## config.mk

```make
export PLATFORM = sky130hd
export DESIGN_NAME = qr_v1l_codeword_encoder
export DESIGN_NICKNAME = d
export VERILOG_FILES = /design/src/sv/qrv1l_pkg.sv /design/src/sv/qr_v1l_codeword_encoder.sv /design/src/sv/qrv1l_rs_cell.sv
export SDC_FILE = /design/constraint.sdc
export NUM_CORES = 1
export LEC_CHECK = 0
export ABC_AREA = 1
export ABC_CLOCK_PERIOD_IN_PS = 5200
export BUFFER_PORTS_ARGS = -buffer_cell sky130_fd_sc_hd__buf_4
export CAP_MARGIN = 0
export CORE_MARGIN = 2
export CORE_UTILIZATION = 55
export DETAILED_ROUTE_END_ITERATION = 10
export GPL_ROUTABILITY_DRIVEN = 0
export PLACE_DENSITY = 0.81
export REMOVE_ABC_BUFFERS = 1
export SLEW_MARGIN = 15
export SYNTH_ARGS = -nofsm -noshare
export SYNTH_HDL_FRONTEND = slang
export SYNTH_HIERARCHICAL = 1
export SYNTH_SLANG_ARGS = --single-unit
```

## constraint.sdc

```tcl
create_clock -name clk -period 5.2 [get_ports clk]
set_clock_uncertainty 0.15 [all_clocks]
set_input_delay 1.04 -clock clk [delete_from_list [all_inputs] [get_ports clk]]
set_output_delay 1.04 -clock clk [all_outputs]
set_load 0.03 [all_outputs]
```

## src/sv/qrv1l_pkg.sv

```systemverilog
// Package: shared types, codes and field arithmetic for the QR 1-L codeword encoder.
`default_nettype none

package qrv1l_pkg;

    localparam int CHECK_CODEWORDS = 7;

    localparam logic [7:0] FIELD_REDUCE = 8'h1D;
    localparam logic [3:0] MODE_BYTE    = 4'b0100;
    localparam logic [7:0] PAD_A        = 8'hEC;
    localparam logic [7:0] PAD_B        = 8'h11;

    // Generator coefficients alpha^87, ^229, ^146, ^149, ^238, ^102, ^21
    localparam logic [7:0] GEN_COEF [CHECK_CODEWORDS] =
        '{8'd127, 8'd122, 8'd154, 8'd164, 8'd11, 8'd68, 8'd117};

    typedef enum logic
    {
        CMD_BEGIN = 1'b0,
        CMD_DATA  = 1'b1
    } command_t;

    typedef enum logic [1:0]
    {
        STATUS_OK       = 2'd0,
        STATUS_TOO_LONG = 2'd1,
        STATUS_NO_MSG   = 2'd2
    } status_t;

    typedef enum logic [1:0]
    {
        ST_IDLE,
        ST_TERM,
        ST_PAD,
        ST_CHECK
    } state_t;

    typedef struct packed
    {
        logic [0:0] command;
        logic [7:0] value;
    } in_item_t;

    typedef struct packed
    {
        logic [7:0] codeword;
        logic [4:0] codeword_index;
        logic       is_last;
        logic [1:0] status;
    } out_item_t;

    // GF(256) product, field polynomial 0x11D
    function automatic logic [7:0] gf_mul(input logic [7:0] a, input logic [7:0] b);
        logic [7:0] acc;
        logic [7:0] x;
        acc = '0;
        x   = a;
        for (int i = 0; i < 8; i++)
        begin
            if (b[i])
            begin
                acc = acc ^ x;
            end
            x = {x[6:0], 1'b0} ^ (x[7] ? FIELD_REDUCE : 8'h00);
        end
        return acc;
    endfunction

endpackage

`default_nettype wire

```

## src/sv/qr_v1l_codeword_encoder.sv

```systemverilog
// Top level: QR version 1-L byte-mode codeword stream with Reed-Solomon check bytes.
//
// The block turns a byte-mode message into the codeword block of a QR version 1-L
// symbol. A begin transaction (command 0) carries the message length and emits the
// first codeword, mode 0100 followed by the high nibble of the length. Each data
// transaction (command 1) emits one codeword built from the held low nibble and the
// high nibble of the new byte. The transaction that completes the message is
// followed without further input by the terminator codeword, alternating 0xEC/0x11
// pads up to DATA_CODEWORDS data codewords, and seven check bytes, the last flagged
// with is_last. Every data codeword enters a row of seven remainder cells as it is
// emitted; during the check phase the row shifts out with zero feedback. A begin
// longer than DATA_CODEWORDS-2 gives a single result with status 1 and drops any
// open message; a data byte with no open message gives a single result with status
// 2. A begin while a message is open drops it silently. The block emits one codeword
// per cycle through a single output register while the output is not stalled, and
// the transaction that ends a message holds the input side stalled while the tail
// is produced; a stall on the output side holds both the input and the tail.
`default_nettype none

module qr_v1l_codeword_encoder #(
    parameter int DATA_CODEWORDS = 19
) (
    input  wire logic                 clk,
    input  wire logic                 rst_n,
    input  wire logic                 cmd_valid,
    output logic                      cmd_stall,
    input  wire qrv1l_pkg::in_item_t  cmd_item,
    output logic                      cw_valid,
    input  wire logic                 cw_stall,
    output qrv1l_pkg::out_item_t      cw_item
);

    localparam int          NCHK     = qrv1l_pkg::CHECK_CODEWORDS;
    localparam logic [7:0]  MAX_LEN  = 8'(DATA_CODEWORDS - 2);
    localparam logic [5:0]  DATA_END = 6'(DATA_CODEWORDS);
    localparam logic [4:0]  LAST_IDX = 5'(DATA_CODEWORDS + NCHK - 1);

    qrv1l_pkg::state_t    state_reg, state_next;
    logic                 open_reg, open_next;
    logic [4:0]           exp_reg, exp_next;
    logic [4:0]           seen_reg, seen_next;
    logic [4:0]           sent_reg, sent_next;
    logic [3:0]           held_reg, held_next;
    logic                 pad_first_reg, pad_first_next;
    logic                 cw_valid_reg;
    qrv1l_pkg::out_item_t cw_item_reg;

    // Remainder chain: chain[i] is cell i, chain[NCHK] is the zero fed into the tail.
    logic [7:0]           chain [NCHK+1];
    logic                 rs_step;
    logic                 rs_clear;
    logic [7:0]           rs_factor;

    logic                 out_free;
    logic                 accept;
    logic                 load_out;
    qrv1l_pkg::out_item_t res;
    logic [7:0]           cw;
    logic [5:0]           sent_inc;
    logic [5:0]           seen_inc;

    assign out_free  = !cw_valid_reg || !cw_stall;
    assign cmd_stall = !((state_reg == qrv1l_pkg::ST_IDLE) && out_free);
    assign accept    = cmd_valid && !cmd_stall;
    assign sent_inc  = {1'b0, sent_reg} + 6'd1;
    assign seen_inc  = {1'b0, seen_reg} + 6'd1;

    // ------------------------------------------------------------------
    // Row of remainder cells, each handing its byte to the next one down
    // ------------------------------------------------------------------
    assign chain[NCHK] = 8'h00;

    for (genvar g = 0; g < NCHK; g++)
    begin : g_cell
        qrv1l_rs_cell #(
            .COEF (qrv1l_pkg::GEN_COEF[g])
        ) u_cell (
            .clk       (clk),
            .rst_n     (rst_n),
            .step      (rs_step),
            .clear     (rs_clear),
            .factor    (rs_factor),
            .neighbor  (chain[g+1]),
            .remainder (chain[g])
        );
    end

    // ------------------------------------------------------------------
    // Sequencer: next state, codeword selection and remainder control
    // ------------------------------------------------------------------
    always_comb
    begin
        state_next     = state_reg;
        open_next      = open_reg;
        exp_next       = exp_reg;
        seen_next      = seen_reg;
        sent_next      = sent_reg;
        held_next      = held_reg;
        pad_first_next = pad_first_reg;
        rs_step        = 1'b0;
        rs_clear       = 1'b0;
        rs_factor      = 8'h00;
        load_out       = 1'b0;
        cw             = 8'h00;
        res            = '{codeword: 8'h00, codeword_index: 5'd0, is_last: 1'b0,
                           status: qrv1l_pkg::STATUS_OK};

        unique case (state_reg)
            qrv1l_pkg::ST_IDLE:
            begin
                if (accept)
                begin
                    load_out = 1'b1;
                    if (cmd_item.command == qrv1l_pkg::CMD_BEGIN)
                    begin
                        if (cmd_item.value > MAX_LEN)
                        begin
                            // Drop any open message and flag the bad length.
                            open_next   = 1'b0;
                            res.is_last = 1'b1;
                            res.status  = qrv1l_pkg::STATUS_TOO_LONG;
                        end
                        else
                        begin
                            cw        = {qrv1l_pkg::MODE_BYTE, cmd_item.value[7:4]};
                            open_next = 1'b1;
                            exp_next  = cmd_item.value[4:0];
                            seen_next = 5'd0;
                            sent_next = 5'd1;
                            held_next = cmd_item.value[3:0];
                            rs_clear  = 1'b1;
                            rs_step   = 1'b1;
                            rs_factor = cw;
                            res.codeword = cw;
                            if (cmd_item.value == 8'd0)
                            begin
                                state_next = qrv1l_pkg::ST_TERM;
                            end
                        end
                    end
                    else if (!open_reg)
                    begin
                        res.is_last = 1'b1;
                        res.status  = qrv1l_pkg::STATUS_NO_MSG;
                    end
                    else
                    begin
                        cw        = {held_reg, cmd_item.value[7:4]};
                        held_next = cmd_item.value[3:0];
                        seen_next = seen_inc[4:0];
                        sent_next = sent_inc[4:0];
                        rs_step   = 1'b1;
                        rs_factor = cw ^ chain[0];
                        res.codeword       = cw;
                        res.codeword_index = sent_reg;
                        if (seen_inc >= {1'b0, exp_reg})
                        begin
                            state_next = qrv1l_pkg::ST_TERM;
                        end
                    end
                end
            end

            qrv1l_pkg::ST_TERM:
            begin
                if (out_free)
                begin
                    cw             = {held_reg, 4'h0};
                    load_out       = 1'b1;
                    rs_step        = 1'b1;
                    rs_factor      = cw ^ chain[0];
                    sent_next      = sent_inc[4:0];
                    pad_first_next = 1'b1;
                    res.codeword       = cw;
                    res.codeword_index = sent_reg;
                    state_next = (sent_inc < DATA_END) ? qrv1l_pkg::ST_PAD
                                                       : qrv1l_pkg::ST_CHECK;
                end
            end

            qrv1l_pkg::ST_PAD:
            begin
                if (out_free)
                begin
                    cw             = pad_first_reg ? qrv1l_pkg::PAD_A : qrv1l_pkg::PAD_B;
                    load_out       = 1'b1;
                    rs_step        = 1'b1;
                    rs_factor      = cw ^ chain[0];
                    sent_next      = sent_inc[4:0];
                    pad_first_next = !pad_first_reg;
                    res.codeword       = cw;
                    res.codeword_index = sent_reg;
                    if (sent_inc >= DATA_END)
                    begin
                        state_next = qrv1l_pkg::ST_CHECK;
                    end
                end
            end

            qrv1l_pkg::ST_CHECK:
            begin
                if (out_free)
                begin
                    // Shift the check bytes out with zero feedback.
                    load_out  = 1'b1;
                    rs_step   = 1'b1;
                    sent_next = sent_inc[4:0];
                    res.codeword       = chain[0];
                    res.codeword_index = sent_reg;
                    res.is_last        = (sent_reg == LAST_IDX);
                    if (sent_reg == LAST_IDX)
                    begin
                        open_next  = 1'b0;
                        state_next = qrv1l_pkg::ST_IDLE;
                    end
                end
            end

            default:
            begin
                state_next = qrv1l_pkg::ST_IDLE;
            end
        endcase
    end

    // ------------------------------------------------------------------
    // State registers
    // ------------------------------------------------------------------
    always_ff @(posedge clk or negedge rst_n)
    begin
        if (!rst_n)
        begin
            state_reg     <= qrv1l_pkg::ST_IDLE;
            open_reg      <= 1'b0;
            exp_reg       <= '0;
            seen_reg      <= '0;
            sent_reg      <= '0;
            held_reg      <= '0;
            pad_first_reg <= 1'b1;
            cw_valid_reg  <= 1'b0;
        end
        else
        begin
            state_reg     <= state_next;
            open_reg      <= open_next;
            exp_reg       <= exp_next;
            seen_reg      <= seen_next;
            sent_reg      <= sent_next;
            held_reg      <= held_next;
            pad_first_reg <= pad_first_next;
            if (load_out)
            begin
                cw_valid_reg <= 1'b1;
            end
            else if (out_free)
            begin
                cw_valid_reg <= 1'b0;
            end
        end
    end

    // Output payload: load a new transaction only when the register is free.
    always_ff @(posedge clk)
    begin
        if (load_out)
        begin
            cw_item_reg <= res;
        end
    end

    assign cw_valid = cw_valid_reg;
    assign cw_item  = cw_item_reg;

endmodule

`default_nettype wire

```

## src/sv/qrv1l_rs_cell.sv

```systemverilog
// One Reed-Solomon remainder cell: holds one check byte of the division chain.
`default_nettype none

module qrv1l_rs_cell #(
    parameter logic [7:0] COEF = 8'd1
) (
    input  wire logic       clk,
    input  wire logic       rst_n,
    input  wire logic       step,
    input  wire logic       clear,
    input  wire logic [7:0] factor,
    input  wire logic [7:0] neighbor,
    output logic [7:0]      remainder
);

    logic [7:0] rem_reg;
    logic [7:0] rem_next;

    // Take the neighbor's byte (or zero on a fresh message) and add this tap's share.
    always_comb
    begin
        rem_next = (clear ? 8'h00 : neighbor) ^ qrv1l_pkg::gf_mul(COEF, factor);
    end

    always_ff @(posedge clk or negedge rst_n)
    begin
        if (!rst_n)
        begin
            rem_reg <= '0;
        end
        else if (step)
        begin
            rem_reg <= rem_next;
        end
    end

    assign remainder = rem_reg;

endmodule

`default_nettype wire
```

## Word level (Yosys, flattened, before mapping)

Index checks and enable logic that the tools add are counted.
W data, S select, Z words.

- Flip-flop bits (word level): 96
- Input port bits: 13
- Output and inout bits: 18
- Word-level logic and storage cells: 251

- Add/sub/neg operators: 2
- $lt $le $gt $ge: 4
- Equality and inequality tests: 18
- Mux-type cells: 128
- Bitwise logic cells: 60
- Reductions and logical operators: 20

Operators by type and width:

| kind | count |
|---|---|
| $mux W8 | 42 |
| $mux W7 | 16 |
| $xor A8 B8 Y8 | 9 |
| $mux W5 | 12 |
| $pmux W13 S4 | 1 |
| $not A4 Y4 | 11 |
| $mux W13 | 3 |
| $not A3 Y3 | 12 |
| $not A6 Y6 | 6 |
| $not A5 Y5 | 5 |
| $mux W2 | 12 |
| $mux W4 | 6 |
| $mux W6 | 4 |
| $pmux W8 S3 | 1 |
| $not A7 Y7 | 3 |
| $mux W1 | 18 |
| $mux W16 | 1 |
| $ne A2 B2 Y1 const B | 8 |
| $mux W14 | 1 |
| $add A5 B1 Y6 const B | 2 |
| $mux W3 | 4 |
| $not A2 Y3 | 4 |
| $reduce_and A4 Y1 | 3 |
| $not A4 Y5 | 2 |
| 28 further kinds | 46 |

## Logic depth before layout (Yosys ltp)

Gate-level depths: netlist (run 1).

- Word-level depth: 22
- Depth in mapped cells: 20
- Depth with buffers taken out: 19

## Cells and area by module

The synthesis (run 1) kept the hierarchy.

Modules (own cells, without submodules):

| module | times used | cells an instance | area each (sq um) | seq. area each (sq um) |
|---|---|---|---|---|
| qr_v1l_codeword_encoder | 1 | 329 | 2661.3 | 1082.3 |
| qrv1l_rs_cell (g_cell[0].u_cell) | 1 | 135 | 783.3 | 200.2 |
| qrv1l_rs_cell (g_cell[4].u_cell) | 1 | 137 | 769.5 | 200.2 |
| qrv1l_rs_cell (g_cell[6].u_cell) | 1 | 133 | 743.2 | 200.2 |
| qrv1l_rs_cell (g_cell[3].u_cell) | 1 | 135 | 734.5 | 200.2 |
| qrv1l_rs_cell (g_cell[1].u_cell) | 1 | 127 | 732.0 | 200.2 |
| qrv1l_rs_cell (g_cell[5].u_cell) | 1 | 117 | 699.4 | 200.2 |
| qrv1l_rs_cell (g_cell[2].u_cell) | 1 | 122 | 675.6 | 200.2 |

## Least setup slack after synthesis (run 1)

OpenSTA, ideal clock, no wires.

- Path kind: input port to flip-flop
- Start: input cw_stall
- End: register g_cell[1].u_cell.rem_reg[0]
- Setup time: 117 ps
- Arrival time: 4738 ps
- Required time: 4933 ps
- Path slack: 194 ps
- Stages: 15
- Path buffers: 0
- Cell sequence: nand2_2 nand2_4 nor2_8 nand2_4 nand2_4 a21oi_1 nor3_1 nand2_1 inv_1 nor2_1 nand2_1 nand2_1 or2_1 nand3_1 nand2_1

- Elaborated cells between the ends (all ways): 26
- Those cells by class: mux (16); bitwise (6); reduce/logical (4)

RTL lines:

| element | RTL line | text |
|---|---|---|
| start, declared | qr_v1l_codeword_encoder.sv:29 | `input wire logic cw_stall,` |
| $logic_not A1 Y1 * | qr_v1l_codeword_encoder.sv:62 | `assign out_free = !cw_valid_reg \|\| !cw_stall;` |
| $logic_or A1 B1 Y1 * | qr_v1l_codeword_encoder.sv:62 |  |
| $logic_and A1 B1 Y1 | qr_v1l_codeword_encoder.sv:63 | `assign cmd_stall = !((state_reg == qrv1l_pkg::ST_IDLE) && out_free);` |
| $logic_and A1 B1 Y1 | qr_v1l_codeword_encoder.sv:64 | `assign accept = cmd_valid && !cmd_stall;` |
| $mux W8 | qr_v1l_codeword_encoder.sv:111 | `if (accept)` |
| $pmux W8 S3 * | qr_v1l_codeword_encoder.sv:108 | `unique case (state_reg)` |
| via rs_factor[5] | qr_v1l_codeword_encoder.sv:52 | `logic [7:0] rs_factor;` |
| $mux W8 * | qrv1l_pkg.sv:60 | `if (b[i])` |
| $not A6 Y6 (no line) | -- |  |
| $mux W8 * | qrv1l_pkg.sv:60 |  |
| $not A5 Y5 (no line) | -- |  |
| $mux W8 * | qrv1l_pkg.sv:60 |  |
| $xor A8 B8 Y8 * | qrv1l_rs_cell.sv:22 | `rem_next = (clear ? 8'h00 : neighbor) ^ qrv1l_pkg::gf_mul(COEF, factor);` |
| end signal, assigned | qrv1l_rs_cell.sv:33 | `rem_reg <= rem_next;` |
| end, declared | qrv1l_rs_cell.sv:16 | `logic [7:0] rem_reg;` |

Mark *: on every way through the listed nets, which the timed path passes. The rest lies on a longest branch.
A chain may end at the register's enable or synchronous reset.

## Worst setup path after layout (run 1)

- Start: register state_reg[0]
- End: register g_cell[4].u_cell.rem_reg[5]

- Elaborated cells between the ends (all ways): 25
- Those cells by class: eq/ne (3); mux (13); bitwise (5); reduce/logical (4)

RTL lines:

| element | RTL line | text |
|---|---|---|
| start, declared | qr_v1l_codeword_encoder.sv:38 | `qrv1l_pkg::state_t state_reg, state_next;` |
| start signal, assigned | qr_v1l_codeword_encoder.sv:233 | `state_reg <= qrv1l_pkg::ST_IDLE;` |
| start signal, assigned | qr_v1l_codeword_encoder.sv:244 | `state_reg <= state_next;` |
| $logic_not A2 Y1 | qr_v1l_codeword_encoder.sv:63, qr_v1l_codeword_encoder.sv:108 |  |
| $logic_and A1 B1 Y1 | qr_v1l_codeword_encoder.sv:63 |  |
| $logic_and A1 B1 Y1 | qr_v1l_codeword_encoder.sv:64 |  |
| $mux W8 | qr_v1l_codeword_encoder.sv:111 |  |
| $pmux W8 S3 * | qr_v1l_codeword_encoder.sv:108 |  |
| via rs_factor[4] | qr_v1l_codeword_encoder.sv:52 |  |
| $mux W8 * | qrv1l_pkg.sv:60 |  |
| $not A6 Y6 (no line) | -- |  |
| $mux W7 * | qrv1l_pkg.sv:60 |  |
| $not A6 Y6 (no line) | -- |  |
| $mux W8 * | qrv1l_pkg.sv:60 |  |
| $not A5 Y5 (no line) | -- |  |
| $mux W8 * | qrv1l_pkg.sv:60 |  |
| $xor A8 B8 Y8 * | qrv1l_rs_cell.sv:22 |  |
| end signal, assigned | qrv1l_rs_cell.sv:33 |  |
| end, declared | qrv1l_rs_cell.sv:16 |  |

Marked as above.

==> flow_summary.json, run 1 <==
{
  "worstMarginPinSlew_ns": 1.00,
  "ys_seq_area_share_pct": 31.8,
  "worstSkewPairLatency_ns": 0.36,
  "start_util_pct": 56.2,
  "yosys_warnings": 6,
  "wl_per_cell_um": 13.0,
  "cp-end-kind": "flop",
  "port_buffers": 30,
  "grt_max_degree": 48,
  "hold_depth": 2,
  "synth.distinct_cells": 47,
  "area_delta_synth_final_pct": 9.67,
  "synth_cells": 1235,
  "status": "finished, final reports clean",
  "post_cts_buffers": 0,
  "antenna_cells": 0,
  "ys.flop_type": "dfrtp_1",
  "die_h_um": 123,
  "max_freq_ghz": 0.278,
  "antenna_left": 0,
  "track_usage_pct": 26.9,
  "vias_per_cell": 5.27,
  "maxCapViolations": 0,
  "period_minus_slack_ns": 3.60,
  "cts-buffers-inserted": 9,
  "cts_resized": 0,
  "syn-cell-area_mm2": 0.00780,
  "startpoint_type": "flop",
  "synth-edff-count": 16,
  "netlist_top_cells_area": "nand2_1 (27%), dfrtp_1 (25%), nand3_1 (8.7%)",
  "synth_top_area_share_pct": 27.4,
  "cts.path.max_buffers": 2,
  "synth_common_cells": "nand2_1 (570), nand3_1 (135), inv_1 (126), dfrtp_1 (79), nor2_1 (50)",
  "rsz0062_at_grt": "false",
  "dr.pass1.iters": 7,
  "place_hpwl_mm": 13.6,
  "yosysMostFrequentCell": "nand2_1",
  "fin_nets": 1306,
  "r2r_cells": 17,
  "drive_above_1_share_pct": 12.2,
  "grt_remaining_overflow": 0,
  "finalMaxSlewViolations": 0,
  "yosysTopAreaCell": "nand2_1",
  "core_area_mm2": 0.0139,
  "ioPinCount": 31,
  "die_w_um": 123,
  "grt_pass1_wl_mm": 32.6,
  "holdCritPathClass": "flop to flop",
  "crit_required_ns": 5.35,
  "die_area_mm2": 0.0151,
  "placedCellCount": 1448,
  "hold_buffers": 0,
  "antenna_found_initial": 0,
  "cts_max_level": 3,
  "fin_setup_tns_ns": 0,
  "cts-root-buf": "clkbuf_16",
  "rows": 43,
  "drt_iter0_drc": 698,
  "cts_sinks": 96,
  "cts_tree": "yes",
  "crit_type": "flop to flop",
  "arrival_ns": 3.75,
  "clk_pin_slew_ns": 0.07,
  "r2r_slack_ns": 1.60,
  "stdcell_count": 1464,
  "yosys_register_bits": 96,
  "vias": 7713,
  "grt_pass1_vias": 7088,
  "relSlewSlack_pct": 32.8,
  "post-route-period-util_pct": 69.2,
  "setup_viol": 0,
  "drc_errors": 0,
  "synthArstFlopShare_pct": 83.3,
  "routed_wl_mm": 19.1,
  "hold_violations": 0,
  "largest_reg_flops": 56,
  "syn_avg_cell_area_um2": 6.31,
  "critical_path.max_fanout": 15
}
## path summary, 6_finish.rpt
| path | endpoint | startpoint |
|---|---|---|
| min | g_cell[2].u_cell/remainder[3] | g_cell[2].u_cell/remainder[3] |
| max reg2reg | g_cell[4].u_cell/remainder[5] | state_reg[0] |
| max in group asynchronous | g_cell[2].u_cell/remainder[3] | rst_n |
| max | g_cell[4].u_cell/remainder[5] | state_reg[0] |
| min in group asynchronous | sent_reg[4] | rst_n |
| min reg2reg | g_cell[2].u_cell/remainder[3] | g_cell[2].u_cell/remainder[3] |
## kinds of logic after synthesis
group	count (synthesis)	synth area share, %
buffers and inverters	185	10.4
AND/OR/NAND/NOR	828	45.8
adder cells (fa/ha/maj)	14	2.25
flip-flops	96	31.8
other	1	0.0481
AO/OA/AOI/OAI	71	5.23
XOR/XNOR	40	4.49
## cell type report
| type | count | area (um2) |
|---|---|---|
| tap | 180 | 225 |
| clock buffer | 10 | 229 |
| fill | 1281 | 5330 |
| inverter | 168 | 636 |
| multi-input combinational | 962 | 4570 |
| sequential | 96 | 2480 |
| clock inverter | 6 | 91.3 |
| timing repair buffer | 42 | 315 |
## cells in the final DEF, fill, tap and decap left out, drive strengths merged
master	netlist	routed
o21a	2	2
buf	15	42
a31oi	4	4
clkbuf	2	10
o211ai	2	2
nand4	7	7
conb	1	9
clkinv	2	4
dfrtp	79	79
o221ai	1	1
a21o	2	2
a22oi	1	1
edfxtp	16	16
o22ai	6	6
or2	8	8
nor3	4	4
nand3	140	140
ha	14	14
a211oi	3	3
inv	166	168
nand2	604	604
nor2	57	57
bufinv	0	2
o21ai	33	33
dfstp	1	1
xor2	24	24
xnor2	16	16
nor4	1	1
a21oi	17	17
nand3b	7	7
## layer usage
| metal | vias to the layer above | GRT usage (%) | wire length [um] |
|---|---|---|---|
| li1 | 3932 | - | - |
| met3 | 48 | 4.01 | 1000 |
| met5 | - | 0 | 0 |
| met4 | 0 | 11.1 | 522 |
| met2 | 236 | 44.6 | 9020 |
| met1 | 3497 | 35.3 | 8530 |
## per-stage QoR
stage	utilization [%]	setup WS, ns	hold slack (ns)	cell area [um2]
after floorplan	-	0.0638	0.298	7650
after global placement	59.3	1.38	0.313	8230
after detailed placement	59.3	1.32	0.316	8230
after CTS	61.6	1.65	0.334	8550
after global routing	61.6	1.37	0.355	8550
final	61.6	1.60	0.329	8550
## worst max-delay path, stage by stage, from the launching register on
cell and delay (ns):
dfrtp_1 0.45, inv_1 0.13, ha_1 0.44, nand2_4 0.12, nor2_8 0.15, nand2_4 0.12, nand2_4 0.11, a21oi_1 0.09
nor3_2 0.80, buf_4 0.37, inv_1 0.09, nand2_1 0.08, nand2_2 0.07, nand2_1 0.06, nand2_1 0.07, nand2_1 0.07
nand3_1 0.07, nand2_1 0.08
Power of run 1 is not shown: default switching activity piles up to over one toggle a cycle in this logic, so the estimate is an artifact.
==> run 2, diff against run 1 <==
--- a/config.mk
+++ b/config.mk
@@ -6,14 +6,14 @@
 export NUM_CORES = 1
 export LEC_CHECK = 0
 export ABC_AREA = 1
-export ABC_CLOCK_PERIOD_IN_PS = 5200
+export ABC_CLOCK_PERIOD_IN_PS = 2900
 export BUFFER_PORTS_ARGS = -buffer_cell sky130_fd_sc_hd__buf_4
 export CAP_MARGIN = 0
 export CORE_MARGIN = 2
 export CORE_UTILIZATION = 55
 export DETAILED_ROUTE_END_ITERATION = 10
 export GPL_ROUTABILITY_DRIVEN = 0
-export PLACE_DENSITY = 0.81
+export PLACE_DENSITY = 0.84
 export REMOVE_ABC_BUFFERS = 1
 export SLEW_MARGIN = 15
 export SYNTH_ARGS = -nofsm -noshare
==> constraint.sdc (replaced) <==
create_clock -name clk -period 2.9 [get_ports clk]
set_clock_uncertainty 0.15 [all_clocks]
set_input_delay 0.58 -clock clk [delete_from_list [all_inputs] [get_ports clk]]
set_output_delay 0.58 -clock clk [all_outputs]
set_load 0.03 [all_outputs]
==> flow_summary.json, run 2 (synthesis results as in run 1) <==
{
  "max_freq_ghz": 0.365,
  "grt_remaining_overflow": 0,
  "worstSkewPairLatency_ns": 0.37,
  "fin_nets": 1329,
  "fin_setup_tns_ns": 0,
  "worstReg2RegStart": "state_reg[0]",
  "routed_wl_mm": 19.8,
  "period_minus_slack_ns": 2.74,
  "dpl_worst_slack_ns": 0.00566,
  "cts_tree": "yes",
  "final_common_cell": "nand2_1",
  "setup_slack_ns": 0.161,
  "dr.pass1.iters": 6,
  "antenna_found_initial": 0,
  "clk_pin_slew_ns": 0.08,
  "relSlewSlack_pct": 57.9,
  "vias_per_cell": 5.30,
  "grt_max_degree": 44,
  "largest_reg_flops": 56,
  "worstMarginPinSlew_ns": 0.630,
  "rsz0062_at_grt": "false",
  "holdCritPathClass": "input port to asynchronous set/reset pin",
  "placedCellCount": 1467,
  "finalMaxSlewViolations": 0,
  "vias": 7874,
  "place_hpwl_mm": 14.2,
  "hold_buffers": 0,
  "hold_violations": 0,
  "grt_pass1_vias": 7264,
  "cts-buffers-inserted": 9,
  "grt_pass1_wl_mm": 32.9,
  "multi_input_area_mm2": 0.00460,
  "layout_common_cells": "nand2_1 (570), nand3_1 (133), inv_1 (125)",
  "die_h_um": 123,
  "start_util_pct": 56.2,
  "cts.path.max_buffers": 2,
  "status": "finished, final reports clean",
  "cp-end-kind": "flop",
  "area_delta_synth_final_pct": 13.9,
  "drt_iter0_drc": 736,
  "track_usage_pct": 27.1,
  "setup_viol": 0,
  "nFillCells": 1223,
  "critical_path.max_fanout": 33,
  "drive_above_1_share_pct": 14.5,
  "antenna_left": 0,
  "startpoint_type": "flop",
  "crit_type": "flop to flop",
  "r2r_cells": 17,
  "stdcell_count": 1487,
  "cts_max_level": 3,
  "drc_errors": 0,
  "maxCapViolations": 0,
  "die_area_mm2": 0.0151,
  "worst_hold_slack_ns": 0.0371,
  "wl_per_cell_um": 13.3,
  "core_area_mm2": 0.0139,
  "rows": 43,
  "antenna_cells": 0,
  "die_w_um": 123,
  "seq_area_mm2": 0.00248,
  "port_buffers": 30,
  "arrival_ns": 2.84,
  "cts_sinks": 96,
  "post-route-period-util_pct": 94.5,
  "crit_required_ns": 3.00,
  "cts-root-buf": "clkbuf_16",
  "ioPinCount": 31,
  "cp-startpoint": "state_reg[0]"
}
run 2: critical path: stages (launching register included):
cell and delay, ns:
dfrtp_1 0.41, inv_1 0.12, ha_2 0.22, nand2_4 0.08
nor2_8 0.15, nand2_4 0.08, buf_4 0.17, inv_2 0.06
a22oi_1 0.08, a21oi_2 0.20, buf_12 0.23, inv_2 0.08
nand2_2 0.07, nand2_1 0.06, xor2_1 0.15, or2_1 0.20
nand3_1 0.06, nand2_1 0.06
run 2: final timing paths:
kind                                                      end  slack (ns)
worst max-delay path            g_cell[1].u_cell/remainder[0]        0.16
worst min-delay path                              sent_reg[3]        0.04
worst max register to register  g_cell[1].u_cell/remainder[0]        0.16
worst min register to register  g_cell[3].u_cell/remainder[3]        0.33
max in group asynchronous       g_cell[1].u_cell/remainder[0]        1.92
min in group clk                                   exp_reg[0]        0.31
run 2: layout make-up:
| class | instances | share of cell area, % |
|---|---|---|
| Inverter | 168 | 7.16 |
| Clock buffer | 9 | 2.54 |
| Multi-Input combinational cell | 962 | 51.8 |
| Sequential cell | 96 | 28.0 |
| Tap cell | 180 | 2.54 |
| Timing Repair Buffer | 65 | 7.23 |
| Clock inverter | 7 | 0.789 |
run 2: stage by stage:
stage                     utilization [%]  cell area [um2]
after global placement               61.2             8500
after global routing                 64.0             8880
after CTS                            63.4             8800
final                                64.0             8880
after detailed placement             61.2             8500
after floorplan                         -             7650
run 2: per-layer routing:
layer / track usage (%) / routed length (um)
met4: 11.6 / 588
met3: 2.91 / 1370
met5: 0 / 0
met2: 46.2 / 9380
met1: 35.0 / 8450
run 2: repair_timing:
action / in CTS / in global routing
setup endpoints to repair: 0 / 26
setup buffers: 0 / 3
gates resized for setup: 0 / 11
Power of run 2 is left out for the same reason.
==> run 3, diff against run 2 <==
--- a/config.mk
+++ b/config.mk
@@ -5,7 +5,6 @@
 export SDC_FILE = /design/constraint.sdc
 export NUM_CORES = 1
 export LEC_CHECK = 0
-export ABC_AREA = 1
 export ABC_CLOCK_PERIOD_IN_PS = 2900
 export BUFFER_PORTS_ARGS = -buffer_cell sky130_fd_sc_hd__buf_4
 export CAP_MARGIN = 0
==> flow_summary.json, run 3 <==
{
  "crit_required_ns": 2.96,
  "crit_chain": "inv_2 > buf_4 > ha_4 > buf_4 > a22oi_2 > o32ai_4 > a31oi_2 > nor2_2 > buf_6 > buf_6 > xnor2_4 > buf_4 > xnor2_1 > xnor2_2 > mux2i_1",
  "layout_common_cells": "buf_4 (121), dfrtp_1 (79), xnor2_2 (56)",
  "clk_pin_slew_ns": 0.09,
  "crit_type": "flop to flop",
  "finalMaxSlewViolations": 0,
  "area_delta_synth_final_pct": 57.5,
  "arrival_ns": 3.94,
  "synth_cells": 622,
  "post-route-period-util_pct": 134,
  "cts-buffers-inserted": 9,
  "grt_pass1_wl_mm": 33.0,
  "fin_area_mm2": 0.0102,
  "syn-cell-area_mm2": 0.00647,
  "largest_reg_flops": 56,
  "period_minus_slack_ns": 3.88,
  "synth_common_cells": "xnor2_1 (129), dfrtp_1 (79), a21oi_1 (49), nor2_1 (43), nor2b_1 (41)",
  "grt_pass1_vias": 5994,
  "grt_max_degree": 42,
  "setup_slack_ns": -0.980,
  "start_util_pct": 56.4,
  "path_delay_family": "compound AO/OA/AOI/OAI gates",
  "r2r_cells": 15,
  "synth_top_area_share_pct": 30.6,
  "yosysTopAreaCell": "dfrtp_1",
  "rsz0062_at_grt": "true",
  "die_w_um": 112,
  "setup_viol": 56,
  "core_area_mm2": 0.0115,
  "yosysMostFrequentCell": "xnor2_1",
  "antenna_left": 0,
  "cp-end-kind": "flop",
  "die_area_mm2": 0.0126,
  "critical_path.max_fanout": 4,
  "port_buffers": 30,
  "ioPinCount": 31,
  "multi_input_area_mm2": 0.00516,
  "fin_nets": 839,
  "syn_avg_cell_area_um2": 10.4,
  "antenna_found_initial": 1,
  "vias_per_cell": 6.95,
  "drc_errors": 0,
  "netlist_top_cells_area": "dfrtp_1 (31%), xnor2_1 (17%), edfxtp_1 (7.4%)",
  "routed_wl_mm": 30.4,
  "wl_per_cell_um": 31.6,
  "status": "complete, but fails checks",
  "cts.path.max_buffers": 2,
  "worstMarginPinSlew_ns": 0.763,
  "cts_tree": "yes",
  "max_freq_ghz": 0.258,
  "vias": 6682,
  "yosys_warnings": 6,
  "synth-edff-count": 16,
  "slowest_delay_ns": 0.58,
  "relSlewSlack_pct": 49.1,
  "hold_violations": 0,
  "cp_common_cell": "buf_4",
  "worstReg2RegStart": "state_reg[0]",
  "holdCritPathClass": "input port to asynchronous set/reset pin",
  "r2r_slack_ns": -0.98,
  "drt_iter0_drc": 986,
  "drive_above_1_share_pct": 47.4,
  "cts-root-buf": "clkbuf_16",
  "dr.pass1.iters": 7,
  "final_common_cell": "buf_4",
  "ys_seq_area_share_pct": 38.4,
  "grt_remaining_overflow": 0,
  "cts_sinks": 96,
  "nFillCells": 356,
  "synthArstFlopShare_pct": 83.3,
  "synth.distinct_cells": 61,
  "timing.rr.end": "g_cell[0].u_cell/remainder[6]",
  "cpMaxStageDelayCell": "mux2i_1",
  "place_hpwl_mm": 11.0,
  "rows": 39,
  "critPathBufInv": 6,
  "hold_buffers": 0,
  "track_usage_pct": 33.8,
  "maxCapViolations": 0,
  "startpoint_type": "flop",
  "placed_cell_area_mm2": 0.00768,
  "cts_max_level": 3,
  "die_h_um": 112,
  "ys.flop_type": "dfrtp_1",
  "worstSkewPairLatency_ns": 0.39,
  "seq_area_mm2": 0.00248,
  "violations": "negative setup slack",
  "yosys_register_bits": 96
}
-- run 3: kinds of logic (layout without fill, tap and decap cells) --
| kind of cell | after synthesis | count (layout) | share of synthesized area [%] |
|---|---|---|---|
| simple gates | 172 | 172 | 13.8 |
| xor+xnor | 157 | 157 | 25.5 |
| compound gates | 101 | 101 | 10.1 |
| flops | 96 | 96 | 38.4 |
| buf+inv | 44 | 232 | 3.06 |
| mux | 37 | 37 | 6.42 |
| fa+ha+maj | 14 | 14 | 2.71 |
| other cells | 1 | 9 | 0.0580 |
-- run 3: worst max-delay path by stage --
stage / from / to / slack (ns) / cells past startpoint
floorplan: state_reg[0] / g_cell[1].u_cell/remainder[6] / -2.32 / 11
global placement: cmd_item[3] / g_cell[2].u_cell/remainder[3] / -0.64 / 11
detailed placement: cmd_item[3] / g_cell[2].u_cell/remainder[3] / -0.70 / 11
CTS: state_reg[1] / g_cell[2].u_cell/remainder[1] / -0.13 / 14
global route: state_reg[0] / g_cell[0].u_cell/remainder[6] / -1.02 / 15
finish: state_reg[0] / g_cell[0].u_cell/remainder[6] / -0.98 / 15
-- run 3: timing repair --
action | CTS | global route
pin swaps | 68 | 90
gates cloned | 2 | 0
setup buffers | 34 | 42
resized for setup | 105 | 156
endpoints found under the setup margin | 54 | 55
-- run 3: per-layer routing --
layer / wire length (um) / vias to the layer above / track usage [%] / share of wire, %
li1: - / 2490 / - / -
met1: 9860 / 3166 / 40.3 / 32
met4: 3530 / 2 / 15.9 / 12
met2: 13400 / 706 / 59.2 / 44
met5: 64 / - / 0 / 0.21
met3: 3520 / 318 / 6.59 / 12
-- run 3: area by class of cell --
type / count / area share, %
multi-input combinational: 489 / 50.7
sequential: 96 / 24.4
timing repair buffer: 194 / 19.4
clock buffer: 11 / 2.28
tap: 143 / 1.76
inverter: 22 / 0.933
clock inverter: 5 / 0.553
antenna: 1 / 0.0246
-- run 3: through the flow --
stage	util, %	worst slack [ns]	TNS (ns)	hold WS, ns	std cells
floorplan	-	-2.32	-104.78	0.134	607
global placement	67.0	-0.637	-24.52	0.332	873
detailed placement	67.0	-0.703	-26.81	0.340	873
CTS	78.2	-0.135	-2.98	0.0733	925
global route	88.8	-1.02	-28.69	0.0893	960
finish	88.8	-0.980	-25.50	0.0432	961
Power of run 3 is left out for the same reason.
